===== config.mk =====
export PLATFORM = sky130hd
export DESIGN_NAME = coincidence_window_event_builder_unit_flat
export DESIGN_NICKNAME = d
export VERILOG_FILES = /design/src/rtl/core/cweb_pkg.sv /design/src/rtl/core/cweb_if.sv /design/src/rtl/core/cweb_ram.sv /design/src/rtl/core/cweb_queue.sv /design/src/rtl/core/cweb_front.sv /design/src/rtl/core/cweb_back.sv /design/src/rtl/core/coincidence_window_event_builder_unit.sv /design/src/flat_wrapper.sv
export SDC_FILE = /design/constraint.sdc
export NUM_CORES = 2
export LEC_CHECK = 0
export ABC_CLOCK_PERIOD_IN_PS = 10700
export BUFFER_PORTS_ARGS = -buffer_cell sky130_fd_sc_hd__buf_2
export CORE_MARGIN = 2
export CORE_UTILIZATION = 55
export CTS_CLUSTER_DIAMETER = 80
export DETAILED_ROUTE_END_ITERATION = 6
export GPL_TIMING_DRIVEN = 0
export PLACE_DENSITY_LB_ADDON = 0.2
export SYNTH_ARGS = -nofsm -noshare
export SYNTH_HDL_FRONTEND = slang
export SYNTH_SLANG_ARGS = --single-unit

===== constraint.sdc =====
create_clock -name clk -period 10.7 [get_ports clk]
set_clock_uncertainty 0.1 [all_clocks]
set_input_delay 2.14 -clock clk [delete_from_list [all_inputs] [get_ports clk]]
set_output_delay 2.14 -clock clk [all_outputs]
set_load 0.05 [all_outputs]

===== src/rtl/core/cweb_pkg.sv =====
package cweb_pkg;

    // Sizes of the event store and the detector.
    localparam int BUFFER_DEPTH = 64;
    localparam int ROWS         = 5;

    // Field widths.
    localparam int TIME_W     = 48;
    localparam int CHARGE_W   = 16;
    localparam int ROW_W      = 3;
    localparam int WIDTH_W    = 32;
    localparam int HLIM_W     = 7;
    localparam int RLIM_W     = 3;
    localparam int CLASS_W    = 2;
    localparam int SIZE_W     = 7;
    localparam int CFG_IDX_W  = 2;
    localparam int CFG_DATA_W = 32;

    // Derived widths. The store has two banks so that one event can drain
    // while the next one fills.
    localparam int IDX_W     = $clog2(BUFFER_DEPTH);
    localparam int CNT_W     = $clog2(BUFFER_DEPTH + 1);
    localparam int RAM_DEPTH = 2 * BUFFER_DEPTH;
    localparam int RAM_AW    = IDX_W + 1;
    localparam int ROWCMP_W  = 4;

    // Event descriptor queue between the front and the back.
    localparam int QUEUE_DEPTH = 2;
    localparam int QPTR_W      = $clog2(QUEUE_DEPTH);
    localparam int QCNT_W      = $clog2(QUEUE_DEPTH + 1);

    // Register indexes.
    localparam logic [CFG_IDX_W-1:0] REG_WINDOW_WIDTH = 2'd0;
    localparam logic [CFG_IDX_W-1:0] REG_HIT_LIMIT    = 2'd1;
    localparam logic [CFG_IDX_W-1:0] REG_ROW_LIMIT    = 2'd2;

    // Register reset values.
    localparam logic [WIDTH_W-1:0] WINDOW_WIDTH_RESET = 32'd2000000;
    localparam logic [HLIM_W-1:0]  HIT_LIMIT_RESET    = 7'd15;
    localparam logic [RLIM_W-1:0]  ROW_LIMIT_RESET    = 3'd4;

    // Event classes.
    localparam logic [CLASS_W-1:0] CLASS_LOW      = 2'd0;
    localparam logic [CLASS_W-1:0] CLASS_HIGH_SEL = 2'd1;
    localparam logic [CLASS_W-1:0] CLASS_HIGH_REJ = 2'd2;

    typedef struct packed {
        logic [WIDTH_W-1:0] window_width;
        logic [HLIM_W-1:0]  hit_limit;
        logic [RLIM_W-1:0]  row_limit;
    } cfg_t;

    // One closed event, waiting to be drained.
    typedef struct packed {
        logic               bank;
        logic [CNT_W-1:0]   size;
        logic [CLASS_W-1:0] cls;
        logic               dropped;
    } desc_t;

    // The back hands a bank back to the front.
    typedef struct packed {
        logic valid;
        logic bank;
    } rel_t;

    typedef struct packed {
        logic                en;
        logic [RAM_AW-1:0]   addr;
        logic [CHARGE_W-1:0] data;
    } ram_wr_t;

    typedef struct packed {
        logic              en;
        logic [RAM_AW-1:0] addr;
    } ram_rd_t;

endpackage


===== src/rtl/core/cweb_if.sv =====
interface cweb_hit_if;
    import cweb_pkg::*;

    logic                valid;
    logic                ready;
    logic [TIME_W-1:0]   hit_time;
    logic [CHARGE_W-1:0] hit_charge;
    logic [ROW_W-1:0]    hit_row;

    modport source (output valid, hit_time, hit_charge, hit_row, input ready);
    modport sink   (input valid, hit_time, hit_charge, hit_row, output ready);
endinterface

interface cweb_res_if;
    import cweb_pkg::*;

    logic                valid;
    logic                ready;
    logic [CHARGE_W-1:0] out_charge;
    logic [CLASS_W-1:0]  event_class;
    logic [SIZE_W-1:0]   event_size;
    logic                dropped_flag;
    logic                last_of_event;

    modport source (output valid, out_charge, event_class, event_size, dropped_flag,
                    last_of_event, input ready);
    modport sink   (input valid, out_charge, event_class, event_size, dropped_flag,
                    last_of_event, output ready);
endinterface


===== src/rtl/core/cweb_ram.sv =====
module cweb_ram #(
    parameter int WIDTH = 16,
    parameter int DEPTH = 128
) (
    input  logic                     clk,
    input  logic                     we,
    input  logic [$clog2(DEPTH)-1:0] waddr,
    input  logic [WIDTH-1:0]         wdata,
    input  logic                     re,
    input  logic [$clog2(DEPTH)-1:0] raddr,
    output logic [WIDTH-1:0]         rdata
);

    logic [WIDTH-1:0] mem_reg [DEPTH];
    logic [WIDTH-1:0] rdata_reg;

    // One write port, one registered read port; read data holds while re is low.
    always_ff @(posedge clk)
    begin
        if (we)
        begin
            mem_reg[waddr] <= wdata;
        end
        if (re)
        begin
            rdata_reg <= mem_reg[raddr];
        end
    end

    assign rdata = rdata_reg;

endmodule


===== src/rtl/core/cweb_queue.sv =====
module cweb_queue (
    input  logic            clk,
    input  logic            rst_n,
    input  logic            push,
    input  cweb_pkg::desc_t push_desc,
    output logic            full,
    input  logic            pop,
    output cweb_pkg::desc_t head,
    output logic            empty
);
    import cweb_pkg::*;

    desc_t             entry_reg [QUEUE_DEPTH];
    logic [QPTR_W-1:0] wptr_reg, wptr_next;
    logic [QPTR_W-1:0] rptr_reg, rptr_next;
    logic [QCNT_W-1:0] cnt_reg, cnt_next;

    assign full  = (cnt_reg == QCNT_W'(QUEUE_DEPTH));
    assign empty = (cnt_reg == '0);
    assign head  = entry_reg[rptr_reg];

    // Pointer and fill count update.
    always_comb
    begin
        wptr_next = wptr_reg;
        rptr_next = rptr_reg;
        cnt_next  = cnt_reg;
        if (push)
        begin
            wptr_next = wptr_reg + QPTR_W'(1);
        end
        if (pop)
        begin
            rptr_next = rptr_reg + QPTR_W'(1);
        end
        if (push && !pop)
        begin
            cnt_next = cnt_reg + QCNT_W'(1);
        end
        else if (pop && !push)
        begin
            cnt_next = cnt_reg - QCNT_W'(1);
        end
    end

    always_ff @(posedge clk or negedge rst_n)
    begin
        if (!rst_n)
        begin
            wptr_reg <= '0;
            rptr_reg <= '0;
            cnt_reg  <= '0;
        end
        else
        begin
            wptr_reg <= wptr_next;
            rptr_reg <= rptr_next;
            cnt_reg  <= cnt_next;
        end
    end

    // Descriptor storage.
    always_ff @(posedge clk)
    begin
        if (push)
        begin
            entry_reg[wptr_reg] <= push_desc;
        end
    end

endmodule


===== src/rtl/core/cweb_front.sv =====
module cweb_front (
    input  logic              clk,
    input  logic              rst_n,
    cweb_hit_if.sink          hit,
    input  cweb_pkg::cfg_t    cfg,
    input  cweb_pkg::rel_t    rel,
    input  logic              q_full,
    output logic              q_push,
    output cweb_pkg::desc_t   q_desc,
    output cweb_pkg::ram_wr_t wr
);
    import cweb_pkg::*;

    // Held hit.
    logic                held_valid_reg, held_valid_next;
    logic [TIME_W-1:0]   held_time_reg;
    logic [CHARGE_W-1:0] held_charge_reg;
    logic [ROW_W-1:0]    held_row_reg;

    // Window state.
    logic                wopen_reg, wopen_next;
    logic [TIME_W-1:0]   start_reg, start_next;
    logic [CNT_W-1:0]    count_reg, count_next;
    logic [ROWS-1:0]     rows_reg, rows_next;
    logic                ovf_reg, ovf_next;
    logic                bank_reg, bank_next;
    logic [1:0]          busy_reg, busy_next;

    logic [TIME_W-1:0]   delta;
    logic                in_win;
    logic                is_open;
    logic                is_close;
    logic                stall;
    logic                done;
    logic                room;
    logic [ROWS-1:0]     mark;
    logic [ROWCMP_W-1:0] rows_cnt;
    logic [CLASS_W-1:0]  cls;
    logic                accept;

    // Classify the held hit: open, store, or close the event.
    always_comb
    begin
        delta    = held_time_reg - start_reg;
        in_win   = (delta < TIME_W'(cfg.window_width));
        is_open  = !wopen_reg;
        is_close = wopen_reg && !in_win;
        stall    = is_close && (busy_reg[~bank_reg] || q_full);
        done     = held_valid_reg && !stall;
        room     = (count_reg < CNT_W'(BUFFER_DEPTH));
    end

    assign hit.ready = !held_valid_reg || done;
    assign accept    = hit.valid && hit.ready;

    // Row mask of the held hit and the number of rows hit so far.
    always_comb
    begin
        mark     = '0;
        rows_cnt = '0;
        for (int r = 0; r < ROWS; r++)
        begin
            if (held_row_reg == ROW_W'(r))
            begin
                mark[r] = 1'b1;
            end
            rows_cnt = rows_cnt + ROWCMP_W'(rows_reg[r]);
        end
    end

    // Class of the event being closed.
    always_comb
    begin
        if (SIZE_W'(count_reg) > cfg.hit_limit)
        begin
            cls = (rows_cnt > ROWCMP_W'(cfg.row_limit)) ? CLASS_HIGH_SEL : CLASS_HIGH_REJ;
        end
        else
        begin
            cls = CLASS_LOW;
        end
    end

    assign q_push         = done && is_close;
    assign q_desc.bank    = bank_reg;
    assign q_desc.size    = count_reg;
    assign q_desc.cls     = cls;
    assign q_desc.dropped = ovf_reg;

    // Store write: slot zero of the new event's bank on open or close, else the next slot while there is room.
    always_comb
    begin
        wr.en   = done && (is_open || is_close || room);
        wr.data = held_charge_reg;
        if (is_open || is_close)
        begin
            wr.addr = {bank_next, IDX_W'(0)};
        end
        else
        begin
            wr.addr = {bank_reg, count_reg[IDX_W-1:0]};
        end
    end

    // Window and bank state update.
    always_comb
    begin
        wopen_next      = wopen_reg;
        start_next      = start_reg;
        count_next      = count_reg;
        rows_next       = rows_reg;
        ovf_next        = ovf_reg;
        bank_next       = bank_reg;
        busy_next       = busy_reg;
        held_valid_next = held_valid_reg;
        if (rel.valid)
        begin
            busy_next[rel.bank] = 1'b0;
        end
        if (is_close)
        begin
            bank_next = ~bank_reg;
        end
        if (done)
        begin
            held_valid_next = 1'b0;
            if (is_open || is_close)
            begin
                wopen_next = 1'b1;
                start_next = held_time_reg;
                count_next = CNT_W'(1);
                rows_next  = mark;
                ovf_next   = 1'b0;
                if (is_close)
                begin
                    busy_next[bank_reg] = 1'b1;
                end
            end
            else
            begin
                rows_next = rows_reg | mark;
                if (room)
                begin
                    count_next = count_reg + CNT_W'(1);
                end
                else
                begin
                    ovf_next = 1'b1;
                end
            end
        end
        else
        begin
            bank_next = bank_reg;
        end
        if (accept)
        begin
            held_valid_next = 1'b1;
        end
    end

    always_ff @(posedge clk or negedge rst_n)
    begin
        if (!rst_n)
        begin
            held_valid_reg <= 1'b0;
            wopen_reg      <= 1'b0;
            start_reg      <= '0;
            count_reg      <= '0;
            rows_reg       <= '0;
            ovf_reg        <= 1'b0;
            bank_reg       <= 1'b0;
            busy_reg       <= '0;
        end
        else
        begin
            held_valid_reg <= held_valid_next;
            wopen_reg      <= wopen_next;
            start_reg      <= start_next;
            count_reg      <= count_next;
            rows_reg       <= rows_next;
            ovf_reg        <= ovf_next;
            bank_reg       <= bank_next;
            busy_reg       <= busy_next;
        end
    end

    // Hit payload capture.
    always_ff @(posedge clk)
    begin
        if (accept)
        begin
            held_time_reg   <= hit.hit_time;
            held_charge_reg <= hit.hit_charge;
            held_row_reg    <= hit.hit_row;
        end
    end

endmodule


===== src/rtl/core/cweb_back.sv =====
module cweb_back (
    input  logic                          clk,
    input  logic                          rst_n,
    input  logic                          q_empty,
    input  cweb_pkg::desc_t               q_head,
    output logic                          q_pop,
    output cweb_pkg::ram_rd_t             rd,
    input  logic [cweb_pkg::CHARGE_W-1:0] rdata,
    output cweb_pkg::rel_t                rel,
    cweb_res_if.source                    res
);
    import cweb_pkg::*;

    typedef enum logic [2:0] {
        B_IDLE  = 3'b001,
        B_FETCH = 3'b010,
        B_LOAD  = 3'b100
    } back_state_t;

    back_state_t         state_reg, state_next;
    desc_t               desc_reg;
    logic [IDX_W-1:0]    k_reg, k_next;

    logic                out_valid_reg, out_valid_next;
    logic [CHARGE_W-1:0] out_charge_reg;
    logic [CLASS_W-1:0]  out_class_reg;
    logic [SIZE_W-1:0]   out_size_reg;
    logic                out_dropped_reg;
    logic                out_last_reg;

    logic                out_free;
    logic                last;
    logic                load;

    assign out_free = !out_valid_reg || res.ready;
    assign last     = ((CNT_W'(k_reg) + CNT_W'(1)) == desc_reg.size);
    assign load     = (state_reg == B_LOAD) && out_free;

    assign q_pop     = (state_reg == B_IDLE) && !q_empty;
    assign rd.en     = (state_reg == B_FETCH);
    assign rd.addr   = {desc_reg.bank, k_reg};
    assign rel.valid = load && last;
    assign rel.bank  = desc_reg.bank;

    // Drain sequencer: read one stored charge, then move it to the output register.
    always_comb
    begin
        state_next     = state_reg;
        k_next         = k_reg;
        out_valid_next = out_valid_reg;
        if (res.ready)
        begin
            out_valid_next = 1'b0;
        end
        case (state_reg)
            B_IDLE:
            begin
                if (!q_empty)
                begin
                    k_next     = '0;
                    state_next = B_FETCH;
                end
            end
            B_FETCH:
            begin
                state_next = B_LOAD;
            end
            B_LOAD:
            begin
                if (out_free)
                begin
                    out_valid_next = 1'b1;
                    if (last)
                    begin
                        state_next = B_IDLE;
                    end
                    else
                    begin
                        k_next     = k_reg + IDX_W'(1);
                        state_next = B_FETCH;
                    end
                end
            end
            default:
            begin
                state_next = B_IDLE;
            end
        endcase
    end

    always_ff @(posedge clk or negedge rst_n)
    begin
        if (!rst_n)
        begin
            state_reg     <= B_IDLE;
            k_reg         <= '0;
            out_valid_reg <= 1'b0;
        end
        else
        begin
            state_reg     <= state_next;
            k_reg         <= k_next;
            out_valid_reg <= out_valid_next;
        end
    end

    // Event descriptor and output payload.
    always_ff @(posedge clk)
    begin
        if (q_pop)
        begin
            desc_reg <= q_head;
        end
        if (load)
        begin
            out_charge_reg  <= rdata;
            out_class_reg   <= desc_reg.cls;
            out_size_reg    <= SIZE_W'(desc_reg.size);
            out_dropped_reg <= desc_reg.dropped;
            out_last_reg    <= last;
        end
    end

    assign res.valid         = out_valid_reg;
    assign res.out_charge    = out_charge_reg;
    assign res.event_class   = out_class_reg;
    assign res.event_size    = out_size_reg;
    assign res.dropped_flag  = out_dropped_reg;
    assign res.last_of_event = out_last_reg;

endmodule


===== src/rtl/core/coincidence_window_event_builder_unit.sv =====
// Channel   Direction  Payload
// hit       in         hit_time[47:0], hit_charge[15:0], hit_row[2:0]
// res       out        out_charge[15:0], event_class[1:0], event_size[6:0],
//                      dropped_flag, last_of_event
// cfg       in         cfg_we, cfg_index[1:0], cfg_wdata[31:0]
//
// A hit is taken into a holding register; a hit that closes an event also writes slot zero
// of the other store bank and waits while that bank still drains or the event queue is full.
// A closed event is first taken from the queue, then drained one charge at a time: each
// charge is read through the registered read of the charge store, then moved to the output register.
// Reset clears the window, bank and queue state and loads the register defaults.
// Either side may stall at any time; a two-entry event queue keeps them apart.
module coincidence_window_event_builder_unit (
    input  logic                            clk,
    input  logic                            rst_n,
    input  logic                            cfg_we,
    input  logic [cweb_pkg::CFG_IDX_W-1:0]  cfg_index,
    input  logic [cweb_pkg::CFG_DATA_W-1:0] cfg_wdata,
    cweb_hit_if.sink                        hit,
    cweb_res_if.source                      res
);
    import cweb_pkg::*;

    cfg_t                cfg_reg, cfg_next;
    rel_t                rel;
    desc_t               q_desc;
    desc_t               q_head;
    logic                q_push;
    logic                q_pop;
    logic                q_full;
    logic                q_empty;
    ram_wr_t             wr;
    ram_rd_t             rd;
    logic [CHARGE_W-1:0] rdata;

    // Configuration registers.
    always_comb
    begin
        cfg_next = cfg_reg;
        if (cfg_we)
        begin
            case (cfg_index)
                REG_WINDOW_WIDTH: cfg_next.window_width = cfg_wdata[WIDTH_W-1:0];
                REG_HIT_LIMIT:    cfg_next.hit_limit    = cfg_wdata[HLIM_W-1:0];
                REG_ROW_LIMIT:    cfg_next.row_limit    = cfg_wdata[RLIM_W-1:0];
                default:          cfg_next = cfg_reg;
            endcase
        end
    end

    always_ff @(posedge clk or negedge rst_n)
    begin
        if (!rst_n)
        begin
            cfg_reg.window_width <= WINDOW_WIDTH_RESET;
            cfg_reg.hit_limit    <= HIT_LIMIT_RESET;
            cfg_reg.row_limit    <= ROW_LIMIT_RESET;
        end
        else
        begin
            cfg_reg <= cfg_next;
        end
    end

    // Front: takes hits, tracks the window, fills the store.
    cweb_front u_front (
        .clk    (clk),
        .rst_n  (rst_n),
        .hit    (hit),
        .cfg    (cfg_reg),
        .rel    (rel),
        .q_full (q_full),
        .q_push (q_push),
        .q_desc (q_desc),
        .wr     (wr)
    );

    // Closed events waiting to drain.
    cweb_queue u_queue (
        .clk       (clk),
        .rst_n     (rst_n),
        .push      (q_push),
        .push_desc (q_desc),
        .full      (q_full),
        .pop       (q_pop),
        .head      (q_head),
        .empty     (q_empty)
    );

    // Two-bank charge store.
    cweb_ram #(
        .WIDTH (CHARGE_W),
        .DEPTH (RAM_DEPTH)
    ) u_ram (
        .clk   (clk),
        .we    (wr.en),
        .waddr (wr.addr),
        .wdata (wr.data),
        .re    (rd.en),
        .raddr (rd.addr),
        .rdata (rdata)
    );

    // Back: drains one event at a time to the result channel.
    cweb_back u_back (
        .clk     (clk),
        .rst_n   (rst_n),
        .q_empty (q_empty),
        .q_head  (q_head),
        .q_pop   (q_pop),
        .rd      (rd),
        .rdata   (rdata),
        .rel     (rel),
        .res     (res)
    );

`ifndef SYNTHESIS
    // The front never fills a slot the back is reading.
    a_no_bank_clash: assert property (@(posedge clk) disable iff (!rst_n)
        (wr.en && rd.en) |-> (wr.addr != rd.addr))
        else $error("store write hits the slot being drained");

    // A closed event is only pushed when the queue has room.
    a_no_push_full: assert property (@(posedge clk) disable iff (!rst_n)
        q_push |-> !q_full)
        else $error("event pushed into a full queue");

    // The back only pops a present event.
    a_no_pop_empty: assert property (@(posedge clk) disable iff (!rst_n)
        q_pop |-> !q_empty)
        else $error("event popped from an empty queue");

    // A bank is released only as its final charge moves into a free output register.
    a_release_on_load: assert property (@(posedge clk) disable iff (!rst_n)
        rel.valid |-> (!res.valid || res.ready))
        else $error("bank released while the output register is held");
`endif

endmodule


===== src/flat_wrapper.sv =====
// flat-port wrapper written by rule: the top's interface ports become plain ports
module coincidence_window_event_builder_unit_flat import cweb_pkg::*;
  (clk, rst_n, cfg_we, cfg_index, cfg_wdata, hit_valid, hit_hit_time, hit_hit_charge, hit_hit_row, hit_ready, res_valid, res_out_charge, res_event_class, res_event_size, res_dropped_flag, res_last_of_event, res_ready);
  cweb_hit_if hit_i ();
  cweb_res_if res_i ();
  input  logic clk;
  input  logic rst_n;
  input  logic cfg_we;
  input  logic [cweb_pkg::CFG_IDX_W-1:0] cfg_index;
  input  logic [cweb_pkg::CFG_DATA_W-1:0] cfg_wdata;
  input wire logic [$bits(hit_i.valid)-1:0] hit_valid;
  input wire logic [$bits(hit_i.hit_time)-1:0] hit_hit_time;
  input wire logic [$bits(hit_i.hit_charge)-1:0] hit_hit_charge;
  input wire logic [$bits(hit_i.hit_row)-1:0] hit_hit_row;
  output wire logic [$bits(hit_i.ready)-1:0] hit_ready;
  output wire logic [$bits(res_i.valid)-1:0] res_valid;
  output wire logic [$bits(res_i.out_charge)-1:0] res_out_charge;
  output wire logic [$bits(res_i.event_class)-1:0] res_event_class;
  output wire logic [$bits(res_i.event_size)-1:0] res_event_size;
  output wire logic [$bits(res_i.dropped_flag)-1:0] res_dropped_flag;
  output wire logic [$bits(res_i.last_of_event)-1:0] res_last_of_event;
  input wire logic [$bits(res_i.ready)-1:0] res_ready;
  assign hit_i.valid = hit_valid;
  assign hit_i.hit_time = hit_hit_time;
  assign hit_i.hit_charge = hit_hit_charge;
  assign hit_i.hit_row = hit_hit_row;
  assign hit_ready = hit_i.ready;
  assign res_valid = res_i.valid;
  assign res_out_charge = res_i.out_charge;
  assign res_event_class = res_i.event_class;
  assign res_event_size = res_i.event_size;
  assign res_dropped_flag = res_i.dropped_flag;
  assign res_last_of_event = res_i.last_of_event;
  assign res_i.ready = res_ready;
  coincidence_window_event_builder_unit u_core (.clk(clk), .rst_n(rst_n), .cfg_we(cfg_we), .cfg_index(cfg_index), .cfg_wdata(cfg_wdata), .hit(hit_i), .res(res_i));
endmodule

==> results.toml <==
[min_path]
hold_depth = 0
hp-class = "flip-flop to flip-flop"
hold_end = "u_core.u_back.res.out_charge[5]$_DFFE_PP_"
hold_start = "u_core.u_ram.rdata[5]$_DFFE_PP_"

[drt]
drtAntennaViolNets = 0
vias = 46400
wl_per_cell_um = 31.9
drtIter0Drc = 6625
viasPerCell = 6.42
dr.pass1.iters = 6
wirelength_mm = 230
drcViolationCount = 0

[final_layout]
syn_to_final_growth_pct = 15.6
multiInputGateArea_um2 = 22500
fin_nets = 5029
fin_cells = 7222
drive_gt1_share_pct = 31.8
regArea_um2 = 68900
largest_reg_flops = 2048
n_fill_cell = 10900
final_area_um2 = 107000

[power]
powerDensity_nw_per_um2 = 170
fin_total_pwr_uw = 18100
irDropWorstVdd_v = 0.000181
power.leakage_uw = 0.0337

[floorplanning]
core_area_um2 = 167000
initial_core_util_pct = 55.3
ios = 135
die_height_um = 414
dieArea_um2 = 171000
die_w_um = 414
rows = 150

[worst_setup_path]
rr_worst_depth = 23
worstPathRequired_ns = 8.46
r2r_start = "u_core.u_front.held_time_reg[0]$_DFFE_PP_"
cp-end-kind = "primary output"
regToRegSetupSlack_ns = 2.47
worstPathArrival_ns = 6.78
cp_max_fo = 10
reg2reg_to = "u_core.u_ram.mem_reg[50][3]$_DFFE_PP_"
cp-start-kind = "flip-flop"
worstSetupPathType = "flip-flop to primary output"

[synth]
avgSynthCellArea_um2 = 21.5
yosysWarnings = 0
syn_inst = 4292
netlist_area_um2 = 92200
synth_top_flop_cell = "edfxtp_1"
synth_edf_count = 2191
syn-num-nets = 4493
synth-seq-area-share_pct = 74.7
async_reset_ff_share_pct = 5.27
ys_ff_latch = 2313
ys_types = 89

[cts]
clock_latency_ns = 0.87
cts.path.max_buffers = 3
cts-root-buf = "clkbuf_16"
h-tree-depth = 4
cts_setup_buffers = 0
cts_buffers = 225
postCtsResizedCells = 0
clk_transition_reported_paths_ns = 0.06
hold_buffers = 0
cts_tree = "yes"
clkSinkCount = 2313

[timing]
fin_ws_ns = 1.68
post-route-period-util_pct = 84.3
slew-limit-headroom_pct = -1.55
finalHoldViolCount = 0
setup_viol = 0
setup-tns-final_ns = 0
tightest_slew_ns = 1.52
period_needed_ns = 9.02
fmax_ghz = 0.111
rsz0062_at_grt = "false"
finalMaxSlewViolations = 42

[global_routing]
grtUsageTotal_pct = 27.4
use_met3_pct = 5.23
busiest_layer = "met2"
grt_overflow = 0
grt_use_met1_pct = 39.7
grt_pass1_wl_mm = 330
grt_util_met2_pct = 42.6
grt_max_degree = 73
antenna_found_initial = 12
first_global_vias = 45700

[outcome]
status = "finished, violations left"
violations = "max-capacitance violations, max-slew violations"

[placed_design]
dp_hpwl_mm = 163
portBuffers = 134
pre_cts_ws_ns = 2.63
placed_cell_area_um2 = 99400
routabilityCongestion = 0.903
dp.cells = 6804

[job]
cap_violations = 5
-- worst max-delay path: stages (launching register included) --
cell and delay, ns:
edfxtp_1 0.43, inv_1 0.09, ha_1 0.15, inv_1 0.05, fa_1 0.44, a211oi_2 0.24, o21ai_1 0.15, a21oi_2 0.29
o21bai_1 0.20, a31o_2 0.35, a21oi_1 0.25, xnor2_1 0.18, ha_1 0.28, a21oi_1 0.14, nor2_1 0.06, a2111oi_0 0.34
o21ai_0 0.22, nor3_1 0.22, o2111ai_1 0.15, nor4_1 0.59, and4_4 0.41, buf_6 0.16, nor3_1 0.16, inv_1 0.09
buf_2 0.27
-- cells in the mapped netlist (6+ instances only) --
master	count	share of area [%]
buf_6	8	0.098
dfrtp_1	109	3.0
edfxtp_1	2191	71
xor2_1	26	0.25
a21o_1	27	0.22
nor3_1	19	0.10
nor4_1	7	0.047
nand4_1	27	0.18
and2_1	7	0.047
clkbuf_1	131	0.53
a21oi_1	84	0.46
nor2_1	187	0.76
nor3b_1	6	0.049
buf_2	18	0.098
inv_1	106	0.43
o21ai_1	10	0.054
o21bai_1	9	0.073
xnor2_1	29	0.28
nand2b_1	11	0.075
mux4_2	672	16
o211ai_1	11	0.090
a31oi_1	8	0.054
mux2_2	41	0.50
nor2b_1	10	0.068
o21a_1	11	0.090
or3_1	6	0.041
o21ai_0	74	0.40
nand2_2	8	0.054
nand3_1	19	0.10
mux2_4	43	0.70
a22o_1	7	0.066
dfstp_2	13	0.37
buf_1	47	0.19
nand2_1	113	0.46
ha_1	92	1.2
-- logic make-up (layout without fill, tap and decap cells) --
| group | after synthesis | count (layout) | share of synthesized area [%] |
|---|---|---|---|
| compound gates | 300 | 300 | 2.12 |
| xor+xnor | 55 | 55 | 0.522 |
| fa+ha+maj | 95 | 95 | 1.31 |
| buf+inv | 314 | 1037 | 1.37 |
| flops | 2313 | 2313 | 74.7 |
| mux | 766 | 766 | 17.7 |
| other cells | 0 | 3 | 0 |
| simple gates | 449 | 449 | 2.29 |
-- worst max-delay path by stage --
stage                                                              to  slack [ns]  cells past startpoint                                       from
after floorplan           u_core.u_front.held_charge_reg[0]$_DFFE_PP_        2.79                     23  u_core.u_front.held_time_reg[0]$_DFFE_PP_
after global routing                                        hit_ready        1.32                     24  u_core.u_front.held_time_reg[0]$_DFFE_PP_
final                                                       hit_ready        1.68                     24  u_core.u_front.held_time_reg[0]$_DFFE_PP_
after CTS                                                   hit_ready        1.65                     24  u_core.u_front.held_time_reg[0]$_DFFE_PP_
after global placement      u_core.u_front.held_time_reg[5]$_DFFE_PP_        0.18                     23  u_core.u_front.held_time_reg[0]$_DFFE_PP_
after detailed placement                                    hit_ready        2.63                     24  u_core.u_front.held_time_reg[0]$_DFFE_PP_
-- cells in the final DEF, fill, tap and decap left out, drive strengths merged, types with 9 or more instances in the layout --
| cell | Yosys | final |
|---|---|---|
| dfstp | 13 | 13 |
| xor2 | 26 | 26 |
| edfxtp | 2191 | 2191 |
| o21ai | 86 | 86 |
| nand2b | 11 | 11 |
| mux4 | 672 | 672 |
| o21a | 11 | 11 |
| a21o | 27 | 27 |
| dfrtp | 109 | 109 |
| nand2 | 122 | 122 |
| nor2b | 10 | 10 |
| bufinv | 0 | 18 |
| inv | 107 | 114 |
| mux2 | 89 | 89 |
| o21bai | 9 | 9 |
| ha | 92 | 92 |
| nor3 | 19 | 19 |
| nand4 | 30 | 30 |
| nor2 | 188 | 188 |
| nand3 | 23 | 23 |
| clkinv | 0 | 103 |
| a21oi | 86 | 86 |
| o211ai | 11 | 11 |
| xnor2 | 29 | 29 |
| buf | 74 | 380 |
| clkbuf | 133 | 415 |
-- metal layers --
layer / vias to the layer above / wire length, µm / share of wire, %
met2: 2471 / 109000 / 47
met5: - / 40 / 0.017
met4: 6 / 8330 / 3.6
met3: 389 / 22100 / 9.6
li1: 19000 / - / -
met1: 24600 / 90600 / 39
-- power by group --
group	switching (µW)	internal [µW]	total, µW
logic	287	219	506
clock network	3370	4360	7730
registers	24.4	9820	9840
total	3690	14400	18100
-- through the flow --
stage          util, %  hold WS [ns]
2_1_floorplan        -         0.300
3_3_place_gp      57.3         0.308
3_5_place_dp      59.6         0.305
4_1_cts           63.9         0.318
5_1_grt           63.9         0.326
6_report          63.9         0.317
-- layout make-up --
class                           instances  area share [%]
Buffer                                207           0.819
Timing Repair Buffer                  309            3.77
Clock buffer                          279            5.56
Antenna cell                            3         0.00704
Clock inverter                        135            1.19
Sequential cell                      2313            64.6
Inverter                              107           0.377
Multi-Input combinational cell       1665            21.1
Tap cell                             2204            2.59
No activity file was read; power rests on OpenSTA's default activity.
